**src/rtl/fcdws_pkg.sv**
```systemverilog
// Shared types, constants and pixel functions for the font column doubler.
// No dependencies; every other file of the block imports this package.
package fcdws_pkg;

   localparam int COL_W        = 7;   // font column height
   localparam int STR_W        = 13;  // stretched column height
   localparam int WORD_W       = 14;  // display column word
   localparam int GLYPH_W      = 8;   // glyph width register
   localparam int MAX_WORDS    = 5;   // most words one font column can cause
   localparam int WORD_IDX_W   = $clog2(MAX_WORDS + 1);
   localparam int QUEUE_DEPTH  = 2;
   localparam int QUEUE_PTR_W  = $clog2(QUEUE_DEPTH);
   localparam int QUEUE_CNT_W  = $clog2(QUEUE_DEPTH + 1);
   localparam int CSR_IDX_W    = 2;
   localparam int CSR_DATA_W   = 8;

   localparam logic [GLYPH_W-1:0] GLYPH_WIDTH_RESET = 8'd8;

   typedef enum logic [CSR_IDX_W-1:0] {
      REG_GLYPH_WIDTH     = 2'd0,
      REG_BOLD_ENABLE     = 2'd1,
      REG_COMPRESS_ENABLE = 2'd2
   } csr_index_type;

   typedef struct packed {
      logic [GLYPH_W-1:0] glyph_width;
      logic               bold_enable;
      logic               compress_enable;
   } cfg_type;

   // All words caused by one font column, in output order.
   typedef struct packed {
      logic [MAX_WORDS-1:0][WORD_W-1:0] words;
      logic [WORD_IDX_W-1:0]            count;
   } job_type;

   typedef struct packed {
      logic can_push;
      logic has_data;
   } queue_status_type;

   // Move source bit i to bit 2i, set odd bits between two set neighbors.
   function automatic logic [STR_W-1:0] stretch7(input logic [COL_W-1:0] c);
      logic [STR_W-1:0] y;
      y = '0;
      for (int i = 0; i < COL_W; i++) begin
         y[2*i] = c[i];
      end
      return y | ((y << 1) & (y >> 1));
   endfunction

   // OR a column with itself shifted down one row.
   function automatic logic [WORD_W-1:0] thicken(input logic [WORD_W-1:0] v);
      return v | (v << 1);
   endfunction

endpackage

```
**src/rtl/fcdws_if.sv**
```systemverilog
// Valid/ready channel interfaces for the font column doubler.
// Depends on fcdws_pkg for field widths.
interface fcdws_req_if;
   import fcdws_pkg::*;
   logic             valid;
   logic             ready;
   logic [COL_W-1:0] column_bits;
   logic             end_mark;
   modport source (output valid, output column_bits, output end_mark, input ready);
   modport sink   (input valid, input column_bits, input end_mark, output ready);
endinterface

interface fcdws_rsp_if;
   import fcdws_pkg::*;
   logic              valid;
   logic              ready;
   logic [WORD_W-1:0] column_word;
   logic              run_last;
   modport source (output valid, output column_word, output run_last, input ready);
   modport sink   (input valid, input column_word, input run_last, output ready);
endinterface

interface fcdws_csr_if;
   import fcdws_pkg::*;
   logic                  valid;
   logic                  ready;
   logic [CSR_IDX_W-1:0]  index;
   logic [CSR_DATA_W-1:0] data;
   modport source (output valid, output index, output data, input ready);
   modport sink   (input valid, input index, input data, output ready);
endinterface

```
**src/rtl/fcdws_csr.sv**
```systemverilog
// Configuration registers: glyph width, bold and compressed mode.
// Depends on fcdws_pkg and fcdws_csr_if.
module fcdws_csr (
   input  logic               clock,
   input  logic               reset,
   fcdws_csr_if.sink          csr,
   output fcdws_pkg::cfg_type cfg
);
   import fcdws_pkg::*;

   cfg_type cfg_ff, cfg_in;

   // Always take writes; unknown indexes drop the word
   assign csr.ready = 1'b1;

   always_comb begin
      cfg_in = cfg_ff;
      if (csr.valid) begin
         case (csr_index_type'(csr.index))
            REG_GLYPH_WIDTH:     cfg_in.glyph_width     = csr.data;
            REG_BOLD_ENABLE:     cfg_in.bold_enable     = csr.data[0];
            REG_COMPRESS_ENABLE: cfg_in.compress_enable = csr.data[0];
            default:             cfg_in = cfg_ff;
         endcase
      end
   end

   always_ff @(posedge clock) begin
      if (reset) begin
         cfg_ff.glyph_width     <= GLYPH_WIDTH_RESET;
         cfg_ff.bold_enable     <= 1'b0;
         cfg_ff.compress_enable <= 1'b0;
      end else begin
         cfg_ff <= cfg_in;
      end
   end

   assign cfg = cfg_ff;

endmodule

```
**src/rtl/fcdws_front.sv**
```systemverilog
// Front end: takes font columns, builds the words each one causes and
// tracks glyph state. Depends on fcdws_pkg and fcdws_req_if.
module fcdws_front (
   input  logic                        clock,
   input  logic                        reset,
   fcdws_req_if.sink                   req,
   input  fcdws_pkg::cfg_type          cfg,
   input  fcdws_pkg::queue_status_type qstat,
   output logic                        push,
   output fcdws_pkg::job_type          job
);
   import fcdws_pkg::*;

   logic               at_start_ff, at_start_in;
   logic [GLYPH_W-1:0] taken_ff, taken_in;
   logic [STR_W-1:0]   prev_str_ff;
   logic [WORD_W-1:0]  prev_drawn_ff;

   logic [STR_W-1:0]      cur;
   logic [STR_W-1:0]      mid;
   logic [WORD_W-1:0]     drawn;
   logic [WORD_W-1:0]     bold_mid;
   logic [WORD_W-1:0]     w1;
   logic [WORD_W-1:0]     w2;
   logic [GLYPH_W-1:0]    taken_next;
   logic                  glyph_end;
   logic [WORD_IDX_W-1:0] n;

   assign req.ready = qstat.can_push;
   assign push      = req.valid && qstat.can_push;

   // Stretch, interpolate and thicken
   always_comb begin
      cur      = stretch7(req.column_bits);
      drawn    = cfg.bold_enable ? thicken({1'b0, cur}) : {1'b0, cur};
      mid      = (prev_str_ff & cur) |
                 (~(prev_str_ff | cur) & (((prev_str_ff >> 1) & (cur << 1)) |
                                          ((prev_str_ff << 1) & (cur >> 1))));
      bold_mid = thicken({1'b0, mid});
      if (cfg.bold_enable) begin
         w1 = bold_mid | prev_drawn_ff;
         w2 = drawn | bold_mid;
      end else begin
         w1 = {1'b0, mid};
         w2 = {1'b0, cur};
      end
   end

   // Assemble the word list for this column
   always_comb begin
      job.words = '0;
      if (at_start_ff) begin
         job.words[0] = drawn;
         n            = WORD_IDX_W'(1);
         taken_next   = GLYPH_W'(1);
      end else begin
         taken_next = taken_ff + GLYPH_W'(1);
         if (cfg.compress_enable) begin
            job.words[0] = w1 | w2;
            n            = WORD_IDX_W'(1);
         end else begin
            job.words[0] = w1;
            job.words[1] = w2;
            n            = WORD_IDX_W'(2);
         end
      end
      glyph_end = req.end_mark || (taken_next >= cfg.glyph_width);
      // Trailing words at a glyph end: a blank, or with bold the last drawn column and two blanks
      if (glyph_end && cfg.bold_enable) begin
         job.words[n] = drawn;
         job.count    = n + WORD_IDX_W'(3);
      end else if (glyph_end) begin
         job.count    = n + WORD_IDX_W'(1);
      end else begin
         job.count    = n;
      end
      at_start_in = glyph_end;
      taken_in    = glyph_end ? '0 : taken_next;
   end

   always_ff @(posedge clock) begin
      if (reset) begin
         at_start_ff   <= 1'b1;
         taken_ff      <= '0;
         prev_str_ff   <= '0;
         prev_drawn_ff <= '0;
      end else if (push) begin
         at_start_ff   <= at_start_in;
         taken_ff      <= taken_in;
         prev_str_ff   <= cur;
         prev_drawn_ff <= drawn;
      end
   end

endmodule

```
**src/rtl/fcdws_queue.sv**
```systemverilog
// Short job queue between front and back end.
// Depends on fcdws_pkg.
module fcdws_queue (
   input  logic                        clock,
   input  logic                        reset,
   input  logic                        push,
   input  fcdws_pkg::job_type          push_job,
   input  logic                        pop,
   output fcdws_pkg::job_type          head,
   output fcdws_pkg::queue_status_type qstat
);
   import fcdws_pkg::*;

   job_type                entries_ff [QUEUE_DEPTH];
   logic [QUEUE_PTR_W-1:0] wr_ptr_ff, wr_ptr_in;
   logic [QUEUE_PTR_W-1:0] rd_ptr_ff, rd_ptr_in;
   logic [QUEUE_CNT_W-1:0] cnt_ff, cnt_in;

   assign qstat.can_push = (cnt_ff != QUEUE_CNT_W'(QUEUE_DEPTH));
   assign qstat.has_data = (cnt_ff != '0);
   assign head           = entries_ff[rd_ptr_ff];

   // Advance pointers and occupancy
   always_comb begin
      wr_ptr_in = wr_ptr_ff;
      rd_ptr_in = rd_ptr_ff;
      cnt_in    = cnt_ff;
      if (push) begin
         wr_ptr_in = (wr_ptr_ff == QUEUE_PTR_W'(QUEUE_DEPTH - 1)) ? '0
                                                                  : wr_ptr_ff + 1'b1;
      end
      if (pop) begin
         rd_ptr_in = (rd_ptr_ff == QUEUE_PTR_W'(QUEUE_DEPTH - 1)) ? '0
                                                                  : rd_ptr_ff + 1'b1;
      end
      if (push && !pop) begin
         cnt_in = cnt_ff + 1'b1;
      end else if (pop && !push) begin
         cnt_in = cnt_ff - 1'b1;
      end
   end

   always_ff @(posedge clock) begin
      if (reset) begin
         wr_ptr_ff <= '0;
         rd_ptr_ff <= '0;
         cnt_ff    <= '0;
      end else begin
         wr_ptr_ff <= wr_ptr_in;
         rd_ptr_ff <= rd_ptr_in;
         cnt_ff    <= cnt_in;
      end
   end

   // Store entry payload
   always_ff @(posedge clock) begin
      if (push) begin
         entries_ff[wr_ptr_ff] <= push_job;
      end
   end

endmodule

```
**src/rtl/fcdws_back.sv**
```systemverilog
// Back end: walks the head job's words into the output register, one word
// per cycle while rsp is ready. Depends on fcdws_pkg and fcdws_rsp_if.
module fcdws_back (
   input  logic                        clock,
   input  logic                        reset,
   input  fcdws_pkg::job_type          head,
   input  fcdws_pkg::queue_status_type qstat,
   output logic                        pop,
   fcdws_rsp_if.source                 rsp
);
   import fcdws_pkg::*;

   logic [WORD_IDX_W-1:0] idx_ff, idx_in;
   logic                  valid_ff, valid_in;
   logic [WORD_W-1:0]     word_ff, word_in;
   logic                  last_ff, last_in;
   logic                  load;
   logic                  is_last;

   assign load    = !valid_ff || rsp.ready;
   assign is_last = (idx_ff == head.count - WORD_IDX_W'(1));
   assign pop     = load && qstat.has_data && is_last;

   // Pick the next word and step through the job
   always_comb begin
      idx_in   = idx_ff;
      valid_in = valid_ff;
      word_in  = word_ff;
      last_in  = last_ff;
      if (load) begin
         valid_in = qstat.has_data;
         word_in  = head.words[idx_ff];
         last_in  = is_last;
         if (qstat.has_data) begin
            idx_in = is_last ? '0 : idx_ff + 1'b1;
         end
      end
   end

   always_ff @(posedge clock) begin
      if (reset) begin
         idx_ff   <= '0;
         valid_ff <= 1'b0;
      end else begin
         idx_ff   <= idx_in;
         valid_ff <= valid_in;
      end
   end

   // Hold payload while the receiver stalls
   always_ff @(posedge clock) begin
      word_ff <= word_in;
      last_ff <= last_in;
   end

   assign rsp.valid       = valid_ff;
   assign rsp.column_word = word_ff;
   assign rsp.run_last    = last_ff;

endmodule

```
**src/rtl/font_column_double_with_smoothing.sv**
```systemverilog
// Top level of the font column doubler with smoothing.
// Depends on fcdws_pkg, the channel interfaces and all fcdws_ modules.
//
// Usage:
//   req_ch takes one 7-bit font column and an end-of-glyph mark per word.
//   rsp_ch returns 14-bit display column words; run_last marks the final
//   word caused by each font column. Every column causes 1 to 5 words.
//   csr_ch writes glyph_width (index 0), bold_enable (1), compress_enable (2);
//   the user must write only while the block is idle, which the block itself does not enforce; csr_ch is always ready.
// Timing:
//   The front end builds all of a column's words in the accept cycle and
//   pushes them as one job into a two-entry job queue, which lets it take
//   new columns while the back end is still sending. The back end sends
//   the words through its output register, one word per cycle while
//   rsp_ch is ready. A column has 2 words in plain glyph body, 1
//   compressed, up to 5 at a glyph end.
// Reset:
//   Synchronous; clears queue, output valid and glyph state, and loads the
//   register defaults (width 8, bold and compression off).
// Stalls:
//   A stalled rsp_ch holds its word; req_ch drops ready once the queue fills.
module font_column_double_with_smoothing (
   input  logic         clock,
   input  logic         reset,
   fcdws_req_if.sink    req_ch,
   fcdws_rsp_if.source  rsp_ch,
   fcdws_csr_if.sink    csr_ch
);
   import fcdws_pkg::*;

   cfg_type          cfg;
   queue_status_type qstat;
   job_type          push_job;
   job_type          head;
   logic             push;
   logic             pop;

   fcdws_csr u_csr (
      .clock (clock),
      .reset (reset),
      .csr   (csr_ch),
      .cfg   (cfg)
   );

   fcdws_front u_front (
      .clock (clock),
      .reset (reset),
      .req   (req_ch),
      .cfg   (cfg),
      .qstat (qstat),
      .push  (push),
      .job   (push_job)
   );

   fcdws_queue u_queue (
      .clock    (clock),
      .reset    (reset),
      .push     (push),
      .push_job (push_job),
      .pop      (pop),
      .head     (head),
      .qstat    (qstat)
   );

   fcdws_back u_back (
      .clock (clock),
      .reset (reset),
      .head  (head),
      .qstat (qstat),
      .pop   (pop),
      .rsp   (rsp_ch)
   );

   // Never retire a job from an empty queue
   a_pop_has_data: assert property (@(posedge clock) disable iff (reset)
      pop |-> qstat.has_data)
      else $error("job popped from empty queue");

   // Every pushed job carries between one and MAX_WORDS words
   a_job_count: assert property (@(posedge clock) disable iff (reset)
      push |-> (push_job.count != '0) && (push_job.count <= WORD_IDX_W'(MAX_WORDS)))
      else $error("job word count out of range");

   // Retiring a job loads its final word into the output register
   a_pop_marks_last: assert property (@(posedge clock) disable iff (reset)
      pop |=> rsp_ch.valid && rsp_ch.run_last)
      else $error("job retired without final word");

   // Queue and output register are empty right after reset
   a_reset_empty: assert property (@(posedge clock)
      $past(reset) |-> !qstat.has_data && !rsp_ch.valid)
      else $error("state left over after reset");

endmodule
```
**src/flat_wrapper.sv**
```systemverilog
// flat-port wrapper written by rule: the top's interface ports become plain ports
module font_column_double_with_smoothing_flat import fcdws_pkg::*;
  (clock, reset, req_ch_valid, req_ch_column_bits, req_ch_end_mark, req_ch_ready, rsp_ch_valid, rsp_ch_column_word, rsp_ch_run_last, rsp_ch_ready, csr_ch_valid, csr_ch_index, csr_ch_data, csr_ch_ready);
  fcdws_req_if req_ch_i ();
  fcdws_rsp_if rsp_ch_i ();
  fcdws_csr_if csr_ch_i ();
  input  logic clock;
  input  logic reset;
  input wire logic [$bits(req_ch_i.valid)-1:0] req_ch_valid;
  input wire logic [$bits(req_ch_i.column_bits)-1:0] req_ch_column_bits;
  input wire logic [$bits(req_ch_i.end_mark)-1:0] req_ch_end_mark;
  output wire logic [$bits(req_ch_i.ready)-1:0] req_ch_ready;
  output wire logic [$bits(rsp_ch_i.valid)-1:0] rsp_ch_valid;
  output wire logic [$bits(rsp_ch_i.column_word)-1:0] rsp_ch_column_word;
  output wire logic [$bits(rsp_ch_i.run_last)-1:0] rsp_ch_run_last;
  input wire logic [$bits(rsp_ch_i.ready)-1:0] rsp_ch_ready;
  input wire logic [$bits(csr_ch_i.valid)-1:0] csr_ch_valid;
  input wire logic [$bits(csr_ch_i.index)-1:0] csr_ch_index;
  input wire logic [$bits(csr_ch_i.data)-1:0] csr_ch_data;
  output wire logic [$bits(csr_ch_i.ready)-1:0] csr_ch_ready;
  assign req_ch_i.valid = req_ch_valid;
  assign req_ch_i.column_bits = req_ch_column_bits;
  assign req_ch_i.end_mark = req_ch_end_mark;
  assign req_ch_ready = req_ch_i.ready;
  assign rsp_ch_valid = rsp_ch_i.valid;
  assign rsp_ch_column_word = rsp_ch_i.column_word;
  assign rsp_ch_run_last = rsp_ch_i.run_last;
  assign rsp_ch_i.ready = rsp_ch_ready;
  assign csr_ch_i.valid = csr_ch_valid;
  assign csr_ch_i.index = csr_ch_index;
  assign csr_ch_i.data = csr_ch_data;
  assign csr_ch_ready = csr_ch_i.ready;
  font_column_double_with_smoothing u_core (.clock(clock), .reset(reset), .req_ch(req_ch_i), .rsp_ch(rsp_ch_i), .csr_ch(csr_ch_i));
endmodule
```
**config.mk**
```make
export PLATFORM = sky130hd
export DESIGN_NAME = font_column_double_with_smoothing_flat
export DESIGN_NICKNAME = d
export VERILOG_FILES = /design/src/rtl/fcdws_pkg.sv /design/src/rtl/fcdws_if.sv /design/src/rtl/fcdws_csr.sv /design/src/rtl/fcdws_front.sv /design/src/rtl/fcdws_queue.sv /design/src/rtl/fcdws_back.sv /design/src/rtl/font_column_double_with_smoothing.sv /design/src/flat_wrapper.sv
export SDC_FILE = /design/constraint.sdc
export NUM_CORES = 1
export LEC_CHECK = 0
export BUFFER_PORTS_ARGS = -buffer_cell sky130_fd_sc_hd__buf_2
export CORE_ASPECT_RATIO = 0.7
export CORE_MARGIN = 3
export CORE_UTILIZATION = 45
export DETAILED_ROUTE_END_ITERATION = 8
export SYNTH_ARGS = -nofsm -noshare
export SYNTH_HDL_FRONTEND = slang
export SYNTH_SLANG_ARGS = --single-unit
```
**constraint.sdc**
```tcl
create_clock -name clock -period 7.3 [get_ports clock]
set_input_delay 0.365 -clock clock [delete_from_list [all_inputs] [get_ports clock]]
set_output_delay 0.365 -clock clock [all_outputs]
set_load 0.05 [all_outputs]
```
==> results.txt, run 1 <==
The starting utilization of the core area is 46.9%. By count the netlist is led by sky130_fd_sc_hd__edfxtp_1 (133), sky130_fd_sc_hd__nor2_1 (70), sky130_fd_sc_hd__a21oi_1 (63). Once detail routing completed, the nets flagged for antenna violations numbered 0.

In this run, distinct cell masters in the synthesized netlist total 55. Derived from the worst setup path, the maximum achievable clock frequency is 320 MHz. For this run, global-route usage on met1 was measured as 26.7%. Counting every sink on the clock net gives 187. The die covers 20000 um2. Setup repair after global routing left no endpoint under its margin. Using the TritonRoute via totals, the vias-per-cell ratio works out to 5.51. Timing startpoint of the critical path: u_core.u_front.at_start_ff. The repair_antennas step left the layout with diodes totalling 0. The analysis attributes to cell leakage a power of 3.27 nW. In this run the critical register-to-register path is launched from u_core.u_front.at_start_ff. After clock tree synthesis, the clock-pin slew on the worst setup and hold paths is 0.06 ns. For the largest net degree at the start of global routing, the log shows 60. In this run, synthesis produced a sequential element count of 187.

The number of cells on the critical path was 7; the number of warnings printed during yosys synthesis was 0. Counting the buffers created by CTS gives 17. Power comes to 3.11 mW. Among all stages on the critical path, the largest delay is contributed by sky130_fd_sc_hd__dfxtp_1. The worst hold path belongs to the class in2reg. Leaving out filler cells and counting taps, the final layout contains 947.

Clock latency on the worst-skew pair, taken at its later pin, is 0.43 ns. Across the run, the number of max-cap violations was 0. The first detailed-routing pass ran for 5 iterations. The total of cells resized after clock tree synthesis came out at 0. Most used standard cell by instance count after synthesis: sky130_fd_sc_hd__edfxtp_1. The power density over cell area came out at 338 nW/um2. met2 is the most crowded layer.

Along the worst path, the maximum fanout reaches 26. In this run the cell area of the synthesized design comes to 8240 um2. In the global route stage, met3 resource usage came out at 3.58%.

The worst path buffer plus inverter count was 0; the longest individual stage delay on the worst path was 0.93 ns. For the worst setup path, the data arrival time is 3.25 ns. The tools report the final number of max-transition violations as 0. TritonCTS built the clock tree.

The number of instances in the synthesized netlist is 660, and the wire length per cell is 18.6 um. The slack of the worst reg-to-reg path came out at 4.18 ns. For this run, global-route usage on met2 was measured as 28.7%. The worst hold path passes through 2 cells.

At the end of the flow, the number of nets in the layout was 738. The run gives 0 ns as the sum of negative setup slack. For this block, the initial DRC count from the detailed router was 417. The share of synthesized area in the top cell type comes to 48.5%. In this run the core area contains 40 standard-cell rows.

The total overflow left after global routing is 0. The critical path is of the reg2reg type. For this run, design rule violations remaining after detail routing come to 0.

The most frequently used flop master after synthesis is sky130_fd_sc_hd__edfxtp_1. The routability congestion estimate is 0.803, and the global router's overall resource usage is 18.6%. Number of buffers inserted to repair setup after CTS: 0. The height of the die was 119 um; the final wirelength was 17600 um.

The critical path goes through nor2b_1 -> ha_1 -> o211ai_1 -> a21oi_1 -> o21a_1 -> nor3_2 -> o21ai_0. Number of enable flip-flop cells after synthesis: 133. The tools report the cell chosen for the clock root as sky130_fd_sc_hd__clkbuf_16. The die boundary width was 168 um. The worst register-to-register path has a depth of 7. The tools report the end of the critical path as u_core.u_queue.entries_ff[0][20]. The number of antenna violations at the first check in global routing is 0, and the average cell area after synthesis is 12.5 um2. The run gives 17600 um2 as the placeable core region. The tools report the global-route wire length before repair as 28400 um. The reg-to-reg endpoint is u_core.u_queue.entries_ff[0][20]. The clock period minus worst slack came out at 3.12 ns. Slew of the pin with the lowest slew margin: 1.16 ns. Summed over all instances, the cell type with the most area after synthesis is sky130_fd_sc_hd__edfxtp_1. Worst IR drop on VDD: 0.252 mV. For this run, asynchronously set or reset flops after synthesis account for 0%. In this run the tightest slew margin relative to its limit is 22.7%. The placed wire-length estimate is 11100 um. The area growth from synthesis to layout is 11.5%. The kind of cell with the highest combined delay on the critical path was flip-flops. After layout, the worst path uses 42.8% of the clock period. The share of the Yosys chip area taken by registers is 61.6%. The flow ran to the end, and the final reports show no timing, DRC or antenna violations. Yosys attributes the largest share of cell area to sky130_fd_sc_hd__edfxtp_1 (48%), sky130_fd_sc_hd__dfxtp_1 (13%), sky130_fd_sc_hd__mux4_2 (7.7%), sky130_fd_sc_hd__a21oi_1 (3.8%), sky130_fd_sc_hd__nor2_1 (3.2%). In this run the deepest clock path goes through 2 buffers. The tools report the count of final setup violators as 0. The number of global-route vias before repair is 5202. In this run the number of H-tree levels came out at 4. The count of input and output buffers was 39; the layout cell share with drive strength beyond 1 was 15.6%.

The tools report the kind of start point of the critical path as a flip-flop. The worst clock skew came out at 0.00775 ns. Across all layers, the routed design uses 5220 vias.

In this run, placement finished with an instance count of 915. In this run the count of I/O pins placed on the die edge is 41. The tools report the number of hold buffers added after cts as 0. The count of endpoints failing hold in the final timing report was 0; the required time reported for the critical path endpoint was 7.43 ns. Kind of end point of the critical path: a flip-flop.
kinds of logic after synthesis:
group,share of synthesized area [%]
flops,61.6
xor+xnor,1.81
other cells,0.0912
mux,10.2
simple gates,11.2
buf+inv,3.52
compound gates,9.73
fa+ha+maj,1.82
sequential cells by signal, summed over array words and instances, names as in the netlist, named ones only:
signal                         flops
u_core.u_queue.entries_ff        118
u_core.u_back.rsp.column_word     14
u_core.u_front.prev_drawn_ff      13
u_core.u_front.prev_str_ff        13
u_core.u_csr.cfg                  10
u_core.u_front.taken_ff            8
u_core.u_back.idx_ff               3
u_core.u_queue.cnt_ff              2
u_core.u_back.rsp.run_last         1
u_core.u_back.rsp.valid            1
u_core.u_front.at_start_ff         1
u_core.u_queue.rd_ptr_ff           1
u_core.u_queue.wr_ptr_ff           1
metal layers:
layer	share of wire [%]	up-vias	wire length, um
li1	-	2503	-
met1	49	2577	8570
met2	46	117	8090
met3	4.2	23	742
met4	1.3	0	234
met5	0	-	0
worst reg2reg max path, delay by kind of cell, from the launching register on:
family	cells	cell delay (ns)
compound gates	4	0.75
fa+ha+maj	1	0.35
flops	1	0.93
simple gates	2	0.79
where the power goes:
| group | leakage [nW] | switching (mW) | internal [mW] |
|---|---|---|---|
| registers | 1.73 | 0.0802 | 1.37 |
| clock network | 0.252 | 0.382 | 0.465 |
| logic | 1.29 | 0.526 | 0.287 |
| total | 3.27 | 0.988 | 2.12 |
placed cells by master, fill, tap and decap left out, types with 4 or more instances in the layout:
cell type	count
sky130_fd_sc_hd__edfxtp_1	133
sky130_fd_sc_hd__nor2_1	69
sky130_fd_sc_hd__a21oi_1	63
sky130_fd_sc_hd__dfxtp_1	53
sky130_fd_sc_hd__nand2_1	50
sky130_fd_sc_hd__buf_2	39
sky130_fd_sc_hd__o21ai_0	37
sky130_fd_sc_hd__conb_1	29
sky130_fd_sc_hd__mux4_2	28
sky130_fd_sc_hd__mux2i_1	21
sky130_fd_sc_hd__clkbuf_16	17
sky130_fd_sc_hd__inv_1	16
sky130_fd_sc_hd__and3_1	14
sky130_fd_sc_hd__ha_1	12
sky130_fd_sc_hd__nand2b_1	9
sky130_fd_sc_hd__nand3_1	9
sky130_fd_sc_hd__xnor2_1	9
sky130_fd_sc_hd__nand4_1	9
sky130_fd_sc_hd__xor2_1	8
sky130_fd_sc_hd__buf_4	7
sky130_fd_sc_hd__a32oi_1	6
sky130_fd_sc_hd__a21o_1	5
sky130_fd_sc_hd__nor3b_1	5
sky130_fd_sc_hd__clkinv_1	5
sky130_fd_sc_hd__nand3b_1	4
worst min-delay path by stage:
stage                                            end  slack (ns)                              from
detailed placement   u_core.u_front.prev_drawn_ff[4]        0.45   u_core.u_front.prev_drawn_ff[4]
floorplan           u_core.u_front.prev_drawn_ff[10]        0.44  u_core.u_front.prev_drawn_ff[10]
finish                           u_core.u_csr.cfg[5]        0.14                    csr_ch_data[3]
global placement    u_core.u_front.prev_drawn_ff[12]        0.45  u_core.u_front.prev_drawn_ff[12]
CTS                              u_core.u_csr.cfg[5]        0.12                    csr_ch_data[3]
global route                     u_core.u_csr.cfg[5]        0.14                    csr_ch_data[3]
area by class of cell:
cell class              instances  area (um2)
clock buffers                  19         433
repair buffers                 46         248
multi-input cells             435        2980
fillers                      1517        8380
well taps                     231         289
clock inverters                13         100
flip-flops and latches        187        5080
inverters                      16        60.1
per-stage QoR:
step	hold slack, ns	instance area, um2	utilization, %	worst slack [ns]
global route	0.138	9190	52.3	3.92
floorplan	0.437	8340	-	2.97
CTS	0.121	9190	52.3	4.14
detailed placement	0.455	8660	49.3	4.18
global placement	0.446	8660	49.3	4.31
finish	0.139	9190	52.3	4.18
(Power assumes the default switching activity.)
==> inputs of run 2 (changes only) <==
==> constraint.sdc (replaced) <==
create_clock -name clock -period 2.9 [get_ports clock]
set_input_delay 0.145 -clock clock [delete_from_list [all_inputs] [get_ports clock]]
set_output_delay 0.145 -clock clock [all_outputs]
set_load 0.05 [all_outputs]
==> results.txt, run 2 (synthesized netlist as in run 1, its figures left out) <==
The run gives 0 (unchanged) as the number of maximum-capacitance constraint violations. Maximum clock frequency: 377 MHz (was 320 MHz). The worst clock skew is 0.0102 ns (was 0.00775 ns). The final wirelength was 17800 um (was 17600 um). The flip-flop count of the largest register after layout was 118 (unchanged); the count of endpoints failing hold in the final timing report was 0 (unchanged).

For the clock sink count, the log shows 187 (unchanged). The number of global-route vias before repair was 5313 (was 5202); the utilization after layout was 53.8% (was 52.3%). Commonest cells after routing, fill and taps aside: sky130_fd_sc_hd__edfxtp_1 (133), sky130_fd_sc_hd__nor2_1 (69), sky130_fd_sc_hd__a21oi_1 (63) (unchanged).

Number of iterations in the first detailed-routing pass: 5 (unchanged). Placed wire-length estimate: 11200 um (was 11100 um). The tools report the worst IR drop on VDD as 0.550 mV (was 0.252 mV). For the number of antenna violations at the first check in global routing, the log shows 0 (unchanged).

Highest routing layer actually used: met4 (unchanged). Number of standard cells in the final layout excluding fillers: 968 (was 947). The synthesis-to-finish area growth was 14.7% (was 11.5%); the die area was 20000 um2 (unchanged).

The total number of vias came out at 5340 (was 5220). Length of routed met2 wiring: 8150 um (was 8090 um). The tools report the kind of start point of the critical path as a flip-flop (unchanged).

Clock slew seen by the registers of the worst setup and hold paths: 0.07 ns (was 0.06 ns). The layout cell share with drive strength beyond 1 was 17.9% (was 15.6%); the leakage dissipation was 3.40 nW (was 3.27 nW). The number of rows created at floorplan was 40 (unchanged).

TritonCTS built the clock tree. Required time reported for the critical path endpoint: 3.12 ns (was 7.43 ns). For the global-route wire length before repair, the log shows 28800 um (was 28400 um).

The wire length per cell came out at 18.4 um (was 18.6 um). The number of nets at the end of the flow is 759 (was 738), and the critical path data arrival time is 2.88 ns (was 3.25 ns). The path class of the lowest-slack min-delay path was in2reg (unchanged).

Later-pin clock latency in the skew report: 0.43 ns (about the same). For the remaining design rule violation count, the log shows 0 (unchanged). Most common cell after layout, fill and taps aside: sky130_fd_sc_hd__edfxtp_1 (unchanged). The met1 wire length came out at 8830 um (was 8570 um). The remaining antenna violation count was 0 (unchanged); the power density over cell area was 856 nW/um2 (was 338 nW/um2).

Slew of the pin with the lowest slew margin: 1.08 ns (was 1.16 ns). The headroom to the max-slew limit came out at 28.2% (was 22.7%). For the violation count after the first detailed-route iteration, the log shows 542 (was 417).

Count of final setup violators: 0 (unchanged). Category of the critical setup timing path: reg2reg (unchanged). The number of buffers created by CTS was 17 (unchanged).

The number of buffers on the longest clock path is 2 (unchanged). For the final number of max-transition violations, the log shows 0 (unchanged). Antenna diode instance count: 0 (unchanged). Setup repair after global routing left no endpoint under its margin. The post-detailed-route via-to-cell ratio was 5.52 (was 5.51). The peak fanout along the critical path was 7 (was 26); the residual overflow from global routing was 0 (unchanged). The final critical-path share of the clock period works out to 91.6% (was 42.8%). The slack of the worst reg-to-reg path was 0.24 ns (was 4.18 ns). The height of the die is 119 um (unchanged). The kind of end point of the critical path is a flip-flop (unchanged). Number of primary I/O pins: 41 (unchanged).

The starting utilization of the core area is 46.9% (unchanged), and the die boundary width is 168 um (unchanged). The worst hold path cell count is 3 (was 2), and the placeable core region is 17600 um2 (unchanged). The global router's overall resource usage is 18.5% (was 18.6%). The deepest level of the CTS H-tree is 4 (unchanged), and the clock period minus worst slack is 2.66 ns (was 3.12 ns). The met3 wire length was 723 um (was 742 um). The flow ran to the end, and the final reports show no timing, DRC or antenna violations. Total of cells resized after clock tree synthesis: 0 (unchanged). The count of input and output buffers is 39 (unchanged), and the largest net degree at the start of global routing is 60 (unchanged). The tools report the cell chosen for the clock root as sky130_fd_sc_hd__clkbuf_16 (unchanged).

The cell count of the worst reg-to-reg path is 11 (was 7). For the number of instances in the placed design, the log shows 928 (was 915). The tools report the routability congestion estimate as 0.812 (was 0.803).

The register name with the most flops is u_core.u_queue.entries_ff (unchanged). The tools report the sum of negative setup slack as 0 ns (unchanged).
## run 2: cell count changes in the layout (fill, tap and decap cells not counted), moves of 2 or more
cell,previous run,this run
sky130_fd_sc_hd__clkinv_1,5,0
sky130_fd_sc_hd__buf_12,0,2
sky130_fd_sc_hd__dlygate4sd3_1,0,8
sky130_fd_sc_hd__clkbuf_1,2,0
sky130_fd_sc_hd__buf_4,7,18
sky130_fd_sc_hd__clkinv_4,0,4
## run 2: metrics by stage
step           power (mW)  setup slack (ns)  hold slack (ns)  cell area, um2
6_report             8.09             0.245           0.0626            9450
5_1_grt              8.48            0.0618           0.0736            9450
4_1_cts              8.17             0.252           0.0453            9450
3_5_place_dp         5.82             0.277            0.358            8780
3_3_place_gp         5.77             0.330            0.346            8780
2_1_floorplan        5.27            0.0732            0.263            8350
## run 2: critical path, stage by stage, from the launching register on
cell,delay [ns]
sky130_fd_sc_hd__dfxtp_1,0.41
sky130_fd_sc_hd__and3_4,0.23
sky130_fd_sc_hd__and3_4,0.20
sky130_fd_sc_hd__xnor2_1,0.11
sky130_fd_sc_hd__nor2_1,0.06
sky130_fd_sc_hd__ha_1,0.34
sky130_fd_sc_hd__o21ai_0,0.09
sky130_fd_sc_hd__a21oi_1,0.23
sky130_fd_sc_hd__o21a_1,0.24
sky130_fd_sc_hd__o21ai_1,0.07
sky130_fd_sc_hd__buf_4,0.20
sky130_fd_sc_hd__o21ai_0,0.27
## run 2: path summary, 6_finish.rpt
check                                  start                                to
max               u_core.u_front.taken_ff[2]  u_core.u_queue.entries_ff[1][23]
min                    req_ch_column_bits[0]     u_core.u_front.prev_str_ff[0]
max reg2reg       u_core.u_front.taken_ff[2]  u_core.u_queue.entries_ff[1][23]
min reg2reg  u_core.u_front.prev_drawn_ff[6]   u_core.u_front.prev_drawn_ff[6]
## run 2: power breakdown
| group | leakage (nW) | total, mW | internal, mW | switching, mW |
|---|---|---|---|---|
| Sequential | 1.73 | 3.59 | 3.43 | 0.163 |
| Combinational | 1.40 | 2.16 | 0.776 | 1.38 |
| Clock | 0.282 | 2.34 | 1.29 | 1.05 |
| Total | 3.40 | 8.09 | 5.49 | 2.60 |
## run 2: area by class of cell
| type | count | area (um2) |
|---|---|---|
| Clock buffer | 17 | 425 |
| Clock inverter | 15 | 165 |
| Fill cell | 1481 | 8120 |
| Inverter | 16 | 60.1 |
| Multi-Input combinational cell | 435 | 2980 |
| Sequential cell | 187 | 5080 |
| Tap cell | 231 | 289 |
| Timing Repair Buffer | 67 | 450 |
## run 2: routing by layer
| metal | GRT usage, % | vias up |
|---|---|---|
| met5 | 0 | - |
| met4 | 4.75 | 0 |
| met3 | 3.38 | 16 |
| met2 | 28.7 | 126 |
| met1 | 27.3 | 2656 |
| li1 | - | 2542 |
## run 2: repair_timing
| action | 4_1_cts | 5_1_grt |
|---|---|---|
| buffers inserted | 0 | 0 |
| hold buffers | 8 | 0 |
| hold endpoints to repair | 10 | 0 |
==> inputs of run 3 (changes only) <==
--- a/config.mk
+++ b/config.mk
@@ -9,7 +9,9 @@
 export CORE_ASPECT_RATIO = 0.7
 export CORE_MARGIN = 3
 export CORE_UTILIZATION = 45
+export CTS_BUF_LIST = sky130_fd_sc_hd__clkbuf_8
 export DETAILED_ROUTE_END_ITERATION = 8
+export PLACE_DENSITY = 0.6
 export SYNTH_ARGS = -nofsm -noshare
 export SYNTH_HDL_FRONTEND = slang
 export SYNTH_SLANG_ARGS = --single-unit
==> results.txt, run 3 (synthesized netlist as in run 1, its figures left out) <==
The flow ran to the end, and the final reports show no timing, DRC or antenna violations. The run gives 5256 (was 5313) as the number of global-route vias before repair. The tools report the cell chosen for the clock root as sky130_fd_sc_hd__clkbuf_8 (was sky130_fd_sc_hd__clkbuf_16). Critical Path, Cell by Cell: and3_4 -> and3_4 -> xnor2_1 -> nor2_1 -> ha_1 -> o21ai_0 -> a21oi_1 -> o21a_1 -> o21ai_1 -> buf_4 -> o21ai_0 (unchanged). The tools report the kind of start point of the critical path as a flip-flop (unchanged). For the number of nets at the end of the flow, the log shows 760 (was 759). Setup repair after global routing left no endpoint under its margin. The worst IR drop on VDD was 0.470 mV (was 0.550 mV); the flip-flop count of the largest register after layout was 118 (unchanged). TritonCTS built the clock tree. The count of endpoints failing hold in the final timing report is 0 (unchanged), and the remaining design rule violation count is 0 (unchanged). The kind of end point of the critical path is a flip-flop (unchanged). The placed wire-length estimate came out at 11200 um (unchanged). Post-detailed-route via-to-cell ratio: 5.47 (was 5.52).

For the global-route wire length before repair, the log shows 28600 um (was 28800 um). The count of final setup violators is 0 (unchanged), and the number of rows created at floorplan is 40 (unchanged). The synthesis-to-finish area growth was 12.5% (was 14.7%). The power density over cell area works out to 809 nW/um2 (was 856 nW/um2). The logs give 0.0104 ns (was 0.0102 ns) for the worst clock skew and 378 MHz (was 377 MHz) for the maximum clock frequency. The leakage dissipation is 3.32 nW (was 3.40 nW), and the layout filler cell count is 1497 (was 1481).

Register name with the most flops: u_core.u_queue.entries_ff (unchanged). The clock period minus worst slack was 2.65 ns (was 2.66 ns); the multi-input logic area was 2980 um2 (unchanged). The global router's overall resource usage is 18.5% (about the same), and the layout cell share with drive strength beyond 1 is 17.9% (about the same). The path class of the lowest-slack min-delay path is in2reg (unchanged).

The height of the die works out to 119 um (unchanged). The count of input and output buffers is 39 (unchanged), and the routability congestion estimate is 0.812 (unchanged). The tools report the starting utilization of the core area as 46.9% (unchanged). The peak fanout along the critical path was 7 (unchanged); the violation count after the first detailed-route iteration was 531 (was 542).

The clock power share was 23.4% (was 28.9%). For the clock sink count, the log shows 187 (unchanged). Commonest cells after routing, fill and taps aside: sky130_fd_sc_hd__edfxtp_1 (133), sky130_fd_sc_hd__nor2_1 (69), sky130_fd_sc_hd__a21oi_1 (63) (unchanged). The tools report the placeable core region as 17600 um2 (unchanged).

The logs give 28.7% (was 26.7%) for the power share of the combinational group and 4.99 mW (was 5.49 mW) for the internal power of the cells. Final critical-path share of the clock period: 91.3% (was 91.6%). For the sum of negative setup slack, the log shows 0 ns (unchanged).

Die area: 20000 um2 (unchanged). The longest individual stage delay on the worst path came out at 0.42 ns (was 0.41 ns). The run gives 5 (unchanged) as the number of iterations in the first detailed-routing pass. The slack of the worst reg-to-reg path is 0.25 ns (was 0.24 ns). The pre-CTS setup slack came out at 0.277 ns (unchanged). The total of cells resized after clock tree synthesis is 0 (unchanged), and the total number of vias is 5298 (was 5340). The fraction of power spent switching nets came out at 33.5% (was 32.1%).

The largest net degree at the start of global routing is 60 (unchanged), and the final number of max-transition violations is 0 (unchanged). The number of maximum-capacitance constraint violations was 0 (unchanged). The tools report the net load switching power as 2.52 mW (was 2.60 mW). Residual overflow from global routing: 0 (unchanged). The tools report the number of antenna violations at the first check in global routing as 0 (unchanged).

The wire length per cell works out to 18.2 um (was 18.4 um). The final wirelength is 17700 um (was 17800 um), and the number of buffers on the longest clock path is 2 (unchanged). The number of primary I/O pins was 41 (unchanged); the clock slew seen by the registers of the worst setup and hold paths was 0.10 ns (was 0.07 ns). The required time reported for the critical path endpoint came out at 3.16 ns (was 3.12 ns).

Overall power: 7.50 mW (was 8.09 mW). The tools report the headroom to the max-slew limit as 29.5% (was 28.2%). The number of buffers created by CTS was 17 (unchanged). The deepest level of the CTS H-tree is 4 (unchanged). Category of the critical setup timing path: reg2reg (unchanged).

The run gives 0 (unchanged) as the remaining antenna violation count. The antenna diode instance count came out at 0 (unchanged). Die boundary width: 168 um (unchanged). The most common cell after layout, fill and taps aside is sky130_fd_sc_hd__edfxtp_1 (unchanged).

The relative contribution of sequential cells to total power was 47.8% (was 44.4%); the final setup slack of the worst path was 0.251 ns (was 0.245 ns). The later-pin clock latency in the skew report came out at 0.46 ns (was 0.43 ns). Critical path data arrival time: 2.91 ns (was 2.88 ns).

The storage element area was 5080 um2 (unchanged). Cell type of the slowest stage on the worst timing path: sky130_fd_sc_hd__dfxtp_1 (unchanged). The slew of the pin with the lowest slew margin is 1.06 ns (was 1.08 ns).
==> run 3: cell types whose count changed in the layout (fill, tap and decap cells not counted) <==
| cell | delta |
|---|---|
| sky130_fd_sc_hd__clkbuf_16 | -17 |
| sky130_fd_sc_hd__dlygate4sd3_1 | +1 |
| sky130_fd_sc_hd__clkbuf_8 | +17 |
==> run 3: critical path: cells and delay by family, from the launching register on <==
family | cells | cell delay, ns
xor+xnor | 1 | 0.11
fa+ha+maj | 1 | 0.34
flops | 1 | 0.42
simple gates | 3 | 0.49
buf+inv | 1 | 0.20
compound gates | 5 | 0.90
==> run 3: repair_timing <==
| item | in CTS | in global routing |
|---|---|---|
| setup endpoints to repair | 0 | 0 |
| endpoints found under the hold margin | 11 | 0 |
| setup buffers | 0 | 0 |
| hold buffers | 9 | 0 |
==> run 3: cell type report <==
type / count / share of cell area, %
Tap cell: 231 / 3.12
Timing Repair Buffer: 68 / 4.97
Sequential cell: 187 / 54.8
Multi-Input combinational cell: 435 / 32.2
Clock buffer: 17 / 2.52
Clock inverter: 15 / 1.78
Inverter: 16 / 0.648
==> run 3: stage by stage <==
| stage | cell area (um2) | hold slack [ns] | util (%) | instances |
|---|---|---|---|---|
| floorplan | 8350 | 0.263 | - | 687 |
| global placement | 8780 | 0.346 | 50.0 | 928 |
| detailed placement | 8780 | 0.358 | 50.0 | 928 |
| CTS | 9270 | 0.0129 | 52.8 | 969 |
| global route | 9270 | 0.0284 | 52.8 | 969 |
| finish | 9270 | 0.0474 | 52.8 | 969 |
==> run 3: worst paths after layout <==
path                                       to                            start  depth (start not counted)
max reg2reg  u_core.u_queue.entries_ff[1][23]       u_core.u_front.taken_ff[2]                         11
min            u_core.u_front.prev_str_ff[11]            req_ch_column_bits[6]                          3
min reg2reg   u_core.u_front.prev_drawn_ff[6]  u_core.u_front.prev_drawn_ff[6]                          2
max          u_core.u_queue.entries_ff[1][23]       u_core.u_front.taken_ff[2]                         11
==> run 3: power groups by stage <==
stage               logic (mW)  clock network, mW  registers [mW]
global route              2.34               1.93            3.63
finish                    2.16               1.76            3.59
floorplan                 1.26                  0            4.01
CTS                       2.19               1.80            3.59
detailed placement        2.17                  0            3.65
global placement          2.14                  0            3.63
==> run 3: metal layers <==
metal	GRT usage, %	routed length [um]	vias up
li1	-	-	2541
met1	27.5	8780	2622
met2	28.1	8040	124
met3	3.52	698	11
met4	4.96	131	0
met5	0	0	-
